<file path="src/hdl/tsd_pkg.sv">
// ----------------------------------------------------------------------------
// tsd_pkg
// Shared types and constants of the trajectory stuck detector.
// ----------------------------------------------------------------------------
package tsd_pkg;

    localparam int POS_W      = 20;
    localparam int DIFF_W     = POS_W + 1;
    localparam int SQ_W       = 2 * POS_W + 1;
    localparam int DIST_W     = 43;
    localparam int HEAD_W     = 16;
    localparam int TURN_W     = HEAD_W + 1;
    localparam int COST_W     = 24;
    localparam int SCORE_W    = 13;
    localparam int INC_W      = 12;
    localparam int DECAY_W    = 13;
    localparam int MOVE_W     = 32;
    localparam int CFG_IDX_W  = 3;
    localparam int CFG_DATA_W = 32;

    localparam logic [CFG_IDX_W-1:0] REG_COST_THRESHOLD    = 3'd0;
    localparam logic [CFG_IDX_W-1:0] REG_TURN_THRESHOLD    = 3'd1;
    localparam logic [CFG_IDX_W-1:0] REG_MOVE_THRESHOLD_SQ = 3'd2;
    localparam logic [CFG_IDX_W-1:0] REG_SCORE_INCREMENT   = 3'd3;
    localparam logic [CFG_IDX_W-1:0] REG_SCORE_DECAY       = 3'd4;

    localparam logic [COST_W-1:0]   RST_COST_THRESHOLD    = 24'd2560;
    localparam logic [HEAD_W-1:0]   RST_TURN_THRESHOLD    = 16'd1024;
    localparam logic [MOVE_W-1:0]   RST_MOVE_THRESHOLD_SQ = 32'd167772;
    localparam logic [INC_W-1:0]    RST_SCORE_INCREMENT   = 12'd614;
    localparam logic [DECAY_W-1:0]  RST_SCORE_DECAY       = 13'd3277;

    localparam logic [SCORE_W-1:0] SCORE_ONE = 13'd4096;
    localparam logic [SCORE_W-1:0] SCORE_MAX = 13'd8191;

    typedef struct packed {
        logic [COST_W-1:0]  cost_threshold;
        logic [HEAD_W-1:0]  turn_threshold;
        logic [MOVE_W-1:0]  move_threshold_sq;
        logic [INC_W-1:0]   score_increment;
        logic [DECAY_W-1:0] score_decay;
    } cfg_t;

    typedef struct packed {
        logic [SQ_W-1:0]   sq_x;
        logic [SQ_W-1:0]   sq_y;
        logic [SQ_W-1:0]   sq_z;
        logic [TURN_W-1:0] turn;
        logic [COST_W-1:0] plan_cost;
        logic              airborne;
        logic              last_sample;
        logic              restart;
    } delta_t;

endpackage

</file>
<file path="src/hdl/tsd_cfg_regs.sv">
// ----------------------------------------------------------------------------
// tsd_cfg_regs
// Configuration register file written through the configuration channel.
// ----------------------------------------------------------------------------
module tsd_cfg_regs (
    input  logic                           clk,
    input  logic                           rst_n,
    input  logic                           wr_en,
    input  logic [tsd_pkg::CFG_IDX_W-1:0]  wr_index,
    input  logic [tsd_pkg::CFG_DATA_W-1:0] wr_data,
    output tsd_pkg::cfg_t                  cfg
);
    import tsd_pkg::*;

    cfg_t cfg_reg;

    always_ff @(posedge clk or negedge rst_n)
    begin
        if (!rst_n)
        begin
            cfg_reg.cost_threshold    <= RST_COST_THRESHOLD;
            cfg_reg.turn_threshold    <= RST_TURN_THRESHOLD;
            cfg_reg.move_threshold_sq <= RST_MOVE_THRESHOLD_SQ;
            cfg_reg.score_increment   <= RST_SCORE_INCREMENT;
            cfg_reg.score_decay       <= RST_SCORE_DECAY;
        end
        else if (wr_en)
        begin
            unique case (wr_index)
                REG_COST_THRESHOLD:    cfg_reg.cost_threshold    <= wr_data[COST_W-1:0];
                REG_TURN_THRESHOLD:    cfg_reg.turn_threshold    <= wr_data[HEAD_W-1:0];
                REG_MOVE_THRESHOLD_SQ: cfg_reg.move_threshold_sq <= wr_data[MOVE_W-1:0];
                REG_SCORE_INCREMENT:   cfg_reg.score_increment   <= wr_data[INC_W-1:0];
                REG_SCORE_DECAY:       cfg_reg.score_decay       <= wr_data[DECAY_W-1:0];
                default:               cfg_reg <= cfg_reg;
            endcase
        end
    end

    assign cfg = cfg_reg;

endmodule

</file>
<file path="src/hdl/tsd_delta_stage.sv">
// ----------------------------------------------------------------------------
// tsd_delta_stage
// Input register, capture of the first sample, and per-axis squared offsets
// and absolute yaw change against that first sample.
// ----------------------------------------------------------------------------
module tsd_delta_stage (
    input  logic                              clk,
    input  logic                              rst_n,
    input  logic                              advance,
    input  logic                              sample_valid,
    input  logic signed [tsd_pkg::POS_W-1:0]  pos_x,
    input  logic signed [tsd_pkg::POS_W-1:0]  pos_y,
    input  logic signed [tsd_pkg::POS_W-1:0]  pos_z,
    input  logic signed [tsd_pkg::HEAD_W-1:0] heading,
    input  logic [tsd_pkg::COST_W-1:0]        plan_cost,
    input  logic                              airborne,
    input  logic                              last_sample,
    output logic                              delta_valid,
    output tsd_pkg::delta_t                   delta
);
    import tsd_pkg::*;

    logic                     s1_valid_reg;
    logic signed [POS_W-1:0]  s1_x_reg;
    logic signed [POS_W-1:0]  s1_y_reg;
    logic signed [POS_W-1:0]  s1_z_reg;
    logic signed [HEAD_W-1:0] s1_h_reg;
    logic [COST_W-1:0]        s1_cost_reg;
    logic                     s1_air_reg;
    logic                     s1_last_reg;

    logic signed [POS_W-1:0]  first_x_reg;
    logic signed [POS_W-1:0]  first_y_reg;
    logic signed [POS_W-1:0]  first_z_reg;
    logic signed [HEAD_W-1:0] first_h_reg;
    logic                     at_start_reg;

    logic                     s2_valid_reg;
    delta_t                   s2_reg;
    delta_t                   s2_next;

    logic signed [POS_W-1:0]  base_x;
    logic signed [POS_W-1:0]  base_y;
    logic signed [POS_W-1:0]  base_z;
    logic signed [HEAD_W-1:0] base_h;
    logic signed [DIFF_W-1:0] dx;
    logic signed [DIFF_W-1:0] dy;
    logic signed [DIFF_W-1:0] dz;
    logic signed [TURN_W-1:0] dh;
    logic [DIFF_W-1:0]        ax;
    logic [DIFF_W-1:0]        ay;
    logic [DIFF_W-1:0]        az;
    logic [2*DIFF_W-1:0]      px;
    logic [2*DIFF_W-1:0]      py;
    logic [2*DIFF_W-1:0]      pz;

    always_ff @(posedge clk or negedge rst_n)
    begin
        if (!rst_n)
        begin
            s1_valid_reg <= 1'b0;
        end
        else if (advance)
        begin
            s1_valid_reg <= sample_valid;
        end
    end

    always_ff @(posedge clk)
    begin
        if (advance && sample_valid)
        begin
            s1_x_reg    <= pos_x;
            s1_y_reg    <= pos_y;
            s1_z_reg    <= pos_z;
            s1_h_reg    <= heading;
            s1_cost_reg <= plan_cost;
            s1_air_reg  <= airborne;
            s1_last_reg <= last_sample;
        end
    end

    always_comb
    begin
        base_x = at_start_reg ? s1_x_reg : first_x_reg;
        base_y = at_start_reg ? s1_y_reg : first_y_reg;
        base_z = at_start_reg ? s1_z_reg : first_z_reg;
        base_h = at_start_reg ? s1_h_reg : first_h_reg;

        dx = DIFF_W'(s1_x_reg) - DIFF_W'(base_x);
        dy = DIFF_W'(s1_y_reg) - DIFF_W'(base_y);
        dz = DIFF_W'(s1_z_reg) - DIFF_W'(base_z);
        dh = TURN_W'(s1_h_reg) - TURN_W'(base_h);

        ax = dx[DIFF_W-1] ? DIFF_W'(-dx) : DIFF_W'(dx);
        ay = dy[DIFF_W-1] ? DIFF_W'(-dy) : DIFF_W'(dy);
        az = dz[DIFF_W-1] ? DIFF_W'(-dz) : DIFF_W'(dz);

        px = ax * ax;
        py = ay * ay;
        pz = az * az;

        s2_next.sq_x        = px[SQ_W-1:0];
        s2_next.sq_y        = py[SQ_W-1:0];
        s2_next.sq_z        = pz[SQ_W-1:0];
        s2_next.turn        = dh[TURN_W-1] ? TURN_W'(-dh) : TURN_W'(dh);
        s2_next.plan_cost   = s1_cost_reg;
        s2_next.airborne    = s1_air_reg;
        s2_next.last_sample = s1_last_reg;
        s2_next.restart     = at_start_reg;
    end

    always_ff @(posedge clk or negedge rst_n)
    begin
        if (!rst_n)
        begin
            s2_valid_reg <= 1'b0;
            at_start_reg <= 1'b1;
            first_x_reg  <= '0;
            first_y_reg  <= '0;
            first_z_reg  <= '0;
            first_h_reg  <= '0;
        end
        else if (advance)
        begin
            s2_valid_reg <= s1_valid_reg;
            if (s1_valid_reg)
            begin
                at_start_reg <= s1_last_reg;
                if (at_start_reg)
                begin
                    first_x_reg <= s1_x_reg;
                    first_y_reg <= s1_y_reg;
                    first_z_reg <= s1_z_reg;
                    first_h_reg <= s1_h_reg;
                end
            end
        end
    end

    always_ff @(posedge clk)
    begin
        if (advance && s1_valid_reg)
        begin
            s2_reg <= s2_next;
        end
    end

    assign delta_valid = s2_valid_reg;
    assign delta       = s2_reg;

endmodule

</file>
<file path="src/hdl/tsd_score_stage.sv">
// ----------------------------------------------------------------------------
// tsd_score_stage
// Running maxima of turn and squared displacement, the stuck score update on
// the last sample, and the result register.
// ----------------------------------------------------------------------------
module tsd_score_stage (
    input  logic                            clk,
    input  logic                            rst_n,
    input  logic                            advance,
    input  logic                            delta_valid,
    input  tsd_pkg::delta_t                 delta,
    input  tsd_pkg::cfg_t                   cfg,
    output logic                            result_valid,
    output logic                            stuck,
    output logic [tsd_pkg::SCORE_W-1:0]     score_after
);
    import tsd_pkg::*;

    logic [TURN_W-1:0]        max_turn_reg;
    logic [DIST_W-1:0]        max_dist_reg;
    logic [SCORE_W-1:0]       score_reg;
    logic                     result_valid_reg;
    logic                     stuck_reg;
    logic [SCORE_W-1:0]       score_after_reg;

    logic [DIST_W-1:0]        dist_sum;
    logic [TURN_W-1:0]        cur_turn;
    logic [DIST_W-1:0]        cur_dist;
    logic [TURN_W-1:0]        max_turn_next;
    logic [DIST_W-1:0]        max_dist_next;
    logic                     far;
    logic                     no_turn;
    logic                     no_move;
    logic [SCORE_W:0]         inc_sum;
    logic [SCORE_W+DECAY_W-1:0] decay_prod;
    logic [SCORE_W:0]         raised;
    logic [SCORE_W-1:0]       saturated;
    logic                     hit;
    logic [SCORE_W-1:0]       score_next;

    always_comb
    begin
        dist_sum = DIST_W'(delta.sq_x) + DIST_W'(delta.sq_y) + DIST_W'(delta.sq_z);
        cur_turn = delta.restart ? '0 : max_turn_reg;
        cur_dist = delta.restart ? '0 : max_dist_reg;
        max_turn_next = (delta.turn > cur_turn) ? delta.turn : cur_turn;
        max_dist_next = (dist_sum > cur_dist) ? dist_sum : cur_dist;

        far     = delta.plan_cost > cfg.cost_threshold;
        no_turn = max_turn_next < TURN_W'(cfg.turn_threshold);
        no_move = max_dist_next < DIST_W'(cfg.move_threshold_sq);

        inc_sum    = (SCORE_W+1)'(score_reg) + (SCORE_W+1)'(cfg.score_increment);
        decay_prod = (SCORE_W+DECAY_W)'(score_reg) * (SCORE_W+DECAY_W)'(cfg.score_decay);
        raised     = (far && no_turn && no_move) ? inc_sum
                                                 : decay_prod[SCORE_W+12:12];
        saturated  = (raised > (SCORE_W+1)'(SCORE_MAX)) ? SCORE_MAX : raised[SCORE_W-1:0];
        hit        = saturated > SCORE_ONE;

        if (delta.airborne)
        begin
            score_next = hit ? '0 : saturated;
        end
        else
        begin
            score_next = score_reg;
        end
    end

    always_ff @(posedge clk or negedge rst_n)
    begin
        if (!rst_n)
        begin
            max_turn_reg     <= '0;
            max_dist_reg     <= '0;
            score_reg        <= '0;
            result_valid_reg <= 1'b0;
        end
        else if (advance)
        begin
            result_valid_reg <= delta_valid && delta.last_sample;
            if (delta_valid)
            begin
                max_turn_reg <= max_turn_next;
                max_dist_reg <= max_dist_next;
                if (delta.last_sample)
                begin
                    score_reg <= score_next;
                end
            end
        end
    end

    always_ff @(posedge clk)
    begin
        if (advance && delta_valid && delta.last_sample)
        begin
            stuck_reg       <= delta.airborne && hit;
            score_after_reg <= score_next;
        end
    end

    assign result_valid = result_valid_reg;
    assign stuck        = stuck_reg;
    assign score_after  = score_after_reg;

endmodule

</file>
<file path="src/hdl/trajectory_stuck_detector.sv">
// ----------------------------------------------------------------------------
// trajectory_stuck_detector
// Detects a vehicle that keeps planning without turning or moving.
// ----------------------------------------------------------------------------
// Samples of a planned trajectory enter on the sample channel, one per
// transaction, with last_sample marking the final one. Each trajectory that
// ends produces exactly one transaction on the result channel, carrying the
// stuck flag and the updated stuck score; other samples produce none.
// The block is a three-register pipeline: input register, squared offset
// register, result register. A result passes through the squared offset and
// result registers after its last sample is accepted, and one sample is
// accepted every cycle while sample_stall is low. When result_stall holds a
// waiting result, the whole pipeline freezes and sample_stall rises in the
// same cycle; no transaction is lost. Reset clears the pipeline, the stuck
// score and the running maxima, and loads the default thresholds.
// Configuration writes are always accepted (cfg_ready is tied high) and
// should be issued only while the pipeline is empty.
// ----------------------------------------------------------------------------
module trajectory_stuck_detector (
    input  logic                              clk,
    input  logic                              rst_n,
    input  logic                              sample_valid,
    output logic                              sample_stall,
    input  logic signed [tsd_pkg::POS_W-1:0]  pos_x,
    input  logic signed [tsd_pkg::POS_W-1:0]  pos_y,
    input  logic signed [tsd_pkg::POS_W-1:0]  pos_z,
    input  logic signed [tsd_pkg::HEAD_W-1:0] heading,
    input  logic [tsd_pkg::COST_W-1:0]        plan_cost,
    input  logic                              airborne,
    input  logic                              last_sample,
    output logic                              result_valid,
    input  logic                              result_stall,
    output logic                              stuck,
    output logic [tsd_pkg::SCORE_W-1:0]       score_after,
    input  logic                              cfg_valid,
    output logic                              cfg_ready,
    input  logic [tsd_pkg::CFG_IDX_W-1:0]     cfg_index,
    input  logic [tsd_pkg::CFG_DATA_W-1:0]    cfg_data
);
    import tsd_pkg::*;

    cfg_t   cfg;
    delta_t delta;
    logic   delta_valid;
    logic   advance;

    assign cfg_ready    = 1'b1;
    assign advance      = !(result_valid && result_stall);
    assign sample_stall = !advance;

    tsd_cfg_regs u_cfg_regs (
        .clk      (clk),
        .rst_n    (rst_n),
        .wr_en    (cfg_valid && cfg_ready),
        .wr_index (cfg_index),
        .wr_data  (cfg_data),
        .cfg      (cfg)
    );

    tsd_delta_stage u_delta_stage (
        .clk          (clk),
        .rst_n        (rst_n),
        .advance      (advance),
        .sample_valid (sample_valid),
        .pos_x        (pos_x),
        .pos_y        (pos_y),
        .pos_z        (pos_z),
        .heading      (heading),
        .plan_cost    (plan_cost),
        .airborne     (airborne),
        .last_sample  (last_sample),
        .delta_valid  (delta_valid),
        .delta        (delta)
    );

    tsd_score_stage u_score_stage (
        .clk          (clk),
        .rst_n        (rst_n),
        .advance      (advance),
        .delta_valid  (delta_valid),
        .delta        (delta),
        .cfg          (cfg),
        .result_valid (result_valid),
        .stuck        (stuck),
        .score_after  (score_after)
    );

endmodule

</file>
<file path="config.mk">
export PLATFORM = sky130hd
export DESIGN_NAME = trajectory_stuck_detector
export DESIGN_NICKNAME = d
export VERILOG_FILES = /design/src/hdl/tsd_pkg.sv /design/src/hdl/tsd_cfg_regs.sv /design/src/hdl/tsd_delta_stage.sv /design/src/hdl/tsd_score_stage.sv /design/src/hdl/trajectory_stuck_detector.sv
export SDC_FILE = /design/constraint.sdc
export NUM_CORES = 2
export LEC_CHECK = 0
export ABC_AREA = 1
export BUFFER_PORTS_ARGS = -buffer_cell sky130_fd_sc_hd__buf_4
export CORE_ASPECT_RATIO = 1.75
export CORE_MARGIN = 4
export CORE_UTILIZATION = 60
export CTS_CLUSTER_SIZE = 28
export DETAILED_ROUTE_END_ITERATION = 7
export GPL_TIMING_DRIVEN = 1
export PLACE_DENSITY = 0.87
export SYNTH_ARGS = -nofsm -noshare
export SYNTH_HDL_FRONTEND = slang
export SYNTH_SLANG_ARGS = --single-unit
</file>
<file path="constraint.sdc">
create_clock -name clk -period 14.3 [get_ports clk]
set_input_delay 2.86 -clock clk [delete_from_list [all_inputs] [get_ports clk]]
set_output_delay 2.86 -clock clk [all_outputs]
set_load 0.005 [all_outputs]
</file>
* Word level (Yosys, flattened, before mapping) *
Index checks and enable logic that the tools add are counted.

word-level totals
  input bits = 142
  bits in registers = 533
  output and inout bits = 17

operators by class
  reduce and logical (&&, ||, !) cells = 19
  multiply operators = 4
  add/subtract/negate cells = 11
  bitwise gates (word level) = 1
  equal/unequal tests = 4
  $lt $le $gt $ge = 7
  multiplexer cells = 16

operators with widths
  kind                  count
  $mul 21x21->41        3
  $mux 43               2
  $mux 21               3
  $neg 21->21           3
  $sub 20x20->21        3
  $mux 20               3
  $add 43x41->43        1
  $gt 43x43->1          1
  $lt 43x32->1          1
  $add 41x41->42        1
  $mux 13               3
  $mux 17               2
  $mux 16               2
  $mul 13x13->26        1
  $gt 24x24->1          1
  $gt 17x17->1          1
  $lt 17x16->1          1
  $neg 17->17           1
  $sub 16x16->17        1
  $add 13x12->14        1
  $gt 14x13->1 const B  1
  $mux 14               1
  $reduce_and 2->1      7
  $gt 13x13->1 const B  1
  other kinds (8)       17

* Longest topological paths before layout *
  depth after elaboration = 12
  depth in mapped cells = 69
  gate-level depth less buffers = 65

* Hierarchy *
A second synthesis with hierarchy kept.

unflattened totals
  cells, all modules = 9164
  area total of the unflattened synthesis = 76368.2 µm²

by module, submodules not included
  module                     times used  area an instance (µm²)  cells an instance
  tsd_delta_stage            1           54775.0                 6163
  tsd_score_stage            1           17684.5                 2564
  tsd_cfg_regs               1           3887.5                  433
  trajectory_stuck_detector  1           21.3                    4

* Least setup slack after synthesis *
No wires, ideal clock.

  path type = reg-to-reg
  start = register u_delta_stage.at_start_reg
  end = register u_delta_stage.s2_reg (netlist bit u_delta_stage.delta[120]), data pin
  clock period less this slack = 10.482 ns
  stages on the path, launching flop included = 57
  path slack = 3.818 ns
  arrival = 10.216 ns
  buffers on the path = 3
  cells stage by stage = dfstp_2 clkbuf_1 clkbuf_1 nand2_1 o21ai_0 ha_1 inv_1 fa_1 nand3_1 nand2_1 a21oi_1 o21bai_1 nand2_1 nand2_1 nand2_1 nand2_1 nand2_1 nand2_1 (+21 left out) inv_1 fa_1 fa_1 ha_1 nand2_1 nor2_1 nand2_1 a31o_2 nand2_1 a21oi_1 o21ai_0 a21oi_1 o21ai_0 inv_1 o31ai_1 a21oi_1 o21ai_0 xor2_1

between the ends
  cells in the longest elaborated chain, start to end = 5

RTL lines
  element                            RTL line                source
  start, declared                    tsd_delta_stage.sv:36   logic at_start_reg;
  start signal, assigned             tsd_delta_stage.sv:129  at_start_reg <= s1_last_reg;
  $mux 20 (*)                        --
  named net u_delta_stage.base_y[0]  tsd_delta_stage.sv:43   logic signed [POS_W-1:0] base_y;
  $sub 20x20->21 (*)                 tsd_delta_stage.sv:91   dy = DIFF_W'(s1_y_reg) - DIFF_W'(base_y);
  $neg 21->21                        tsd_delta_stage.sv:96   ay = dy[DIFF_W-1] ? DIFF_W'(-dy) : DIFF_W'(dy);
  $mux 21 (*)                        tsd_delta_stage.sv:96
  $mul 21x21->41 (*)                 tsd_delta_stage.sv:100  py = ay * ay;
  named net u_delta_stage.py[35]     tsd_delta_stage.sv:54   logic [2*DIFF_W-1:0] py;
  end signal, assigned               tsd_delta_stage.sv:145  s2_reg <= s2_next;
  end, declared                      tsd_delta_stage.sv:39   delta_t s2_reg;

Mark *: on every way through the listed nets, which the timed path passes. The rest lies on a longest branch.
A chain may end at the register's enable or synchronous reset.

* Final worst setup path *
  start = register u_delta_stage.at_start_reg
  end = register u_delta_stage.s2_reg (netlist bit u_delta_stage.delta[83]), data pin

between the ends
  cells in the longest elaborated chain, start to end = 5

RTL lines
  element                         RTL line                source
  $mux 20 (*)                     --
  $sub 20x20->21 (*)              tsd_delta_stage.sv:92   dz = DIFF_W'(s1_z_reg) - DIFF_W'(base_z);
  $neg 21->21                     tsd_delta_stage.sv:97   az = dz[DIFF_W-1] ? DIFF_W'(-dz) : DIFF_W'(dz);
  $mux 21 (*)                     tsd_delta_stage.sv:97
  $mul 21x21->41 (*)              tsd_delta_stage.sv:101  pz = az * az;
  named net u_delta_stage.pz[39]  tsd_delta_stage.sv:55   logic [2*DIFF_W-1:0] pz;

Marked as above.

==> results.json <==
{
  "cts_tree": "yes",
  "grtUsageTotal_pct": 33.3,
  "crit_path_top_delay_cell": "dfstp_4",
  "vias_per_cell": 5.70,
  "cts_setup_buffers": 0,
  "syn_to_final_growth_pct": 6.54,
  "postCtsHoldBufs": 0,
  "post_drt_wl_per_cell_um": 20.3,
  "syn-mean-instance-area_sq_um": 8.60,
  "die_h_um": 473,
  "cts_resized": 0,
  "max-slew-margin-rel_pct": 15.5,
  "cts_htree_levels": 2,
  "totalNegativeSetupSlack_ps": 0,
  "wl_met1_mm": 67.5,
  "worst_path_most_repeated_cell": "nand2_1",
  "drc": 0,
  "first_global_vias": 65295,
  "dr.pass1.iters": 8,
  "synth_cell_types": 71,
  "end_kind": "flip-flop",
  "yosys_warnings": 0,
  "drive_gt1_share_pct": 4.90,
  "cp_slowest_stage_delay_ps": 970,
  "largest_reg_flops": 164,
  "worst_hold_slack_ps": 423,
  "synth_cells": 8623,
  "ys.flop_type": "edfxtp_1",
  "finClkSkew_ps": 87.5,
  "worst_slew_pin_slew_ps": 1270,
  "critPathArrivalTime_ps": 12830,
  "rsz0062_at_grt": "false",
  "status": "finished clean",
  "drtIter0Drc": 4139,
  "hpwlAfterDp_mm": 171,
  "grt_max_degree": 167,
  "clk_latency_ps": 690,
  "met2WireLength_mm": 107,
  "clockRootBuffer": "clkbuf_16",
  "final_cells": 10419,
  "cts_buffers": 53,
  "timing.max_cap.violations": 0,
  "async_reset_ff_share_pct": 47.2,
  "gp_congestion": 1.03,
  "coreArea_sq_um": 123000,
  "pin_count": 159,
  "nNetsFinal": 10746,
  "io_buffers": 157,
  "num_vias": 59394,
  "postRouteAntennaNets": 0,
  "synth-seq-cells": 530,
  "required_ps": 14660,
  "fmax_mhz": 80.2,
  "dieWidth_um": 274,
  "slew_viol_final": 0,
  "fin_crit_sh_pct": 87.2,
  "critPathKind": "reg -> reg",
  "clockBufferDepth": 3,
  "antenna_found_initial": 9,
  "met3_length_mm": 13.9,
  "synth_edf_count": 280,
  "synth_area_sq_um": 74100,
  "hp-class": "reg -> reg",
  "hold_viol_final": 0,
  "routed_wl_mm": 211,
  "ys_seq_area_share_pct": 19.8,
  "worstSetupStartpointType": "flip-flop",
  "cp_max_fo": 34,
  "num_rows": 170,
  "cts_sinks": 530,
  "fin_crit_ps": 12470,
  "highest_layer": "met5",
  "die-area_sq_um": 129000,
  "placedCellCount": 10314,
  "path_clk_slew_ps": 70,
  "overflow": 0,
  "start_util_pct": 60.4,
  "finalSetupViolCount": 0,
  "grt_pass1_wl_mm": 335
}
-- cell usage after synthesis, drive strengths merged (7+ instances only) --
| cell | instances | area [sq um] |
|---|---|---|
| o21ai | 376 | 1910 |
| dfstp | 26 | 683 |
| clkinv | 9 | 33.8 |
| nor4 | 20 | 138 |
| nand3b | 15 | 113 |
| mux2i | 72 | 721 |
| o221ai | 8 | 70.1 |
| or2 | 15 | 93.8 |
| and2 | 8 | 50.1 |
| o21a | 14 | 105 |
| xor2 | 219 | 1950 |
| clkbuf | 128 | 480 |
| o31ai | 12 | 90.1 |
| a21boi | 14 | 116 |
| inv | 1920 | 7210 |
| a211oi | 12 | 90.1 |
| nor3 | 47 | 250 |
| dfrtp | 224 | 5610 |
| nand4 | 43 | 269 |
| a21oi | 400 | 2000 |
| edfxtp | 280 | 8410 |
| a21o | 29 | 218 |
| nand2 | 1680 | 6380 |
| xnor2 | 119 | 1050 |
| o21bai | 26 | 203 |
| nand3 | 174 | 911 |
| a31oi | 36 | 225 |
| ha | 810 | 10100 |
| fa | 1059 | 21200 |
| o211ai | 7 | 52.6 |
| buf | 59 | 314 |
| nor2 | 734 | 2820 |
-- layout make-up --
| class | instances | area [sq um] |
|---|---|---|
| clock inverter | 32 | 385 |
| inverter | 1929 | 7250 |
| clock buffer | 68 | 1470 |
| timing repair buffer | 199 | 1510 |
| multi-input combinational | 6022 | 51600 |
| fill | 9842 | 43700 |
| sequential | 530 | 14700 |
| tap | 1634 | 2040 |
| antenna | 5 | 12.5 |
-- through the flow --
stage / setup WS (ps) / area, sq um / util [%]
floorplan: 3820 / 74300 / -
global placement: 2410 / 77100 / 62.8
detailed placement: 2090 / 77100 / 62.8
CTS: 2020 / 79000 / 64.4
global route: 854 / 79000 / 64.4
finish: 1830 / 79000 / 64.4
-- metal layers --
| layer | up-vias | track usage, % |
|---|---|---|
| met4 | 8 | 28.3 |
| met1 | 28867 | 33.1 |
| met3 | 1157 | 5.89 |
| li1 | 26739 | - |
| met2 | 2623 | 59.6 |
| met5 | - | 0.153 |
-- worst max-delay path, delay by kind of cell, from the launching register on --
kind	cells	cell delay, ps
AO/OA/AOI/OAI	12	2430
XOR/XNOR	3	590
AND/OR/NAND/NOR	14	1990
buffers and inverters	6	1480
flip-flops	1	970
adder cells (fa/ha/maj)	9	4210
multiplexers	1	430
-- path summary, 6_finish.rpt --
check,start,to,slack (ps),cells past startpoint
max,u_delta_stage.at_start_reg$_DFFE_PN1P_,u_delta_stage.delta[83]$_DFFE_PP_,1830,45
min,u_delta_stage.s1_cost_reg[2]$_DFFE_PP_,u_delta_stage.delta[5]$_DFFE_PP_,420,0
max reg2reg,u_delta_stage.at_start_reg$_DFFE_PN1P_,u_delta_stage.delta[83]$_DFFE_PP_,1830,45
min reg2reg,u_delta_stage.s1_cost_reg[2]$_DFFE_PP_,u_delta_stage.delta[5]$_DFFE_PP_,420,0
max in group asynchronous,rst_n,u_score_stage.max_dist_reg[5]$_DFFE_PN0P_,10550,2
min in group asynchronous,rst_n,u_delta_stage.first_y_reg[7]$_DFFE_PN0P_,2170,1
-- logic make-up after synthesis --
logic type                 count (synthesis)  share of synthesized area [%]
xor gates and xnor gates                 339                           4.08
other                                      2                         0.0101
and+or+nand+nor                         2743                           14.9
DFF                                      530                           19.8
AOI/OAI and AO/OA                        951                           7.06
muxes                                     73                          0.987
adders and majority gates               1869                           42.3
buffers and inverters                   2116                           10.8
-- layout by cell type, fill, tap and decap left out, types with 72 or more instances in the layout --
cell      count
fa_1       1059
inv_1      1894
nor2_1      718
dfrtp_1     224
a21oi_1     400
nand3_1     165
ha_1        810
buf_4       197
xnor2_1     118
mux2i_1      72
xor2_1      213
o21ai_0     354
nand2_1    1656
edfxtp_1    280
Power is left out: the tool's default activity adds up to more than one toggle a clock period on the data nets, which glitch-free logic cannot reach.
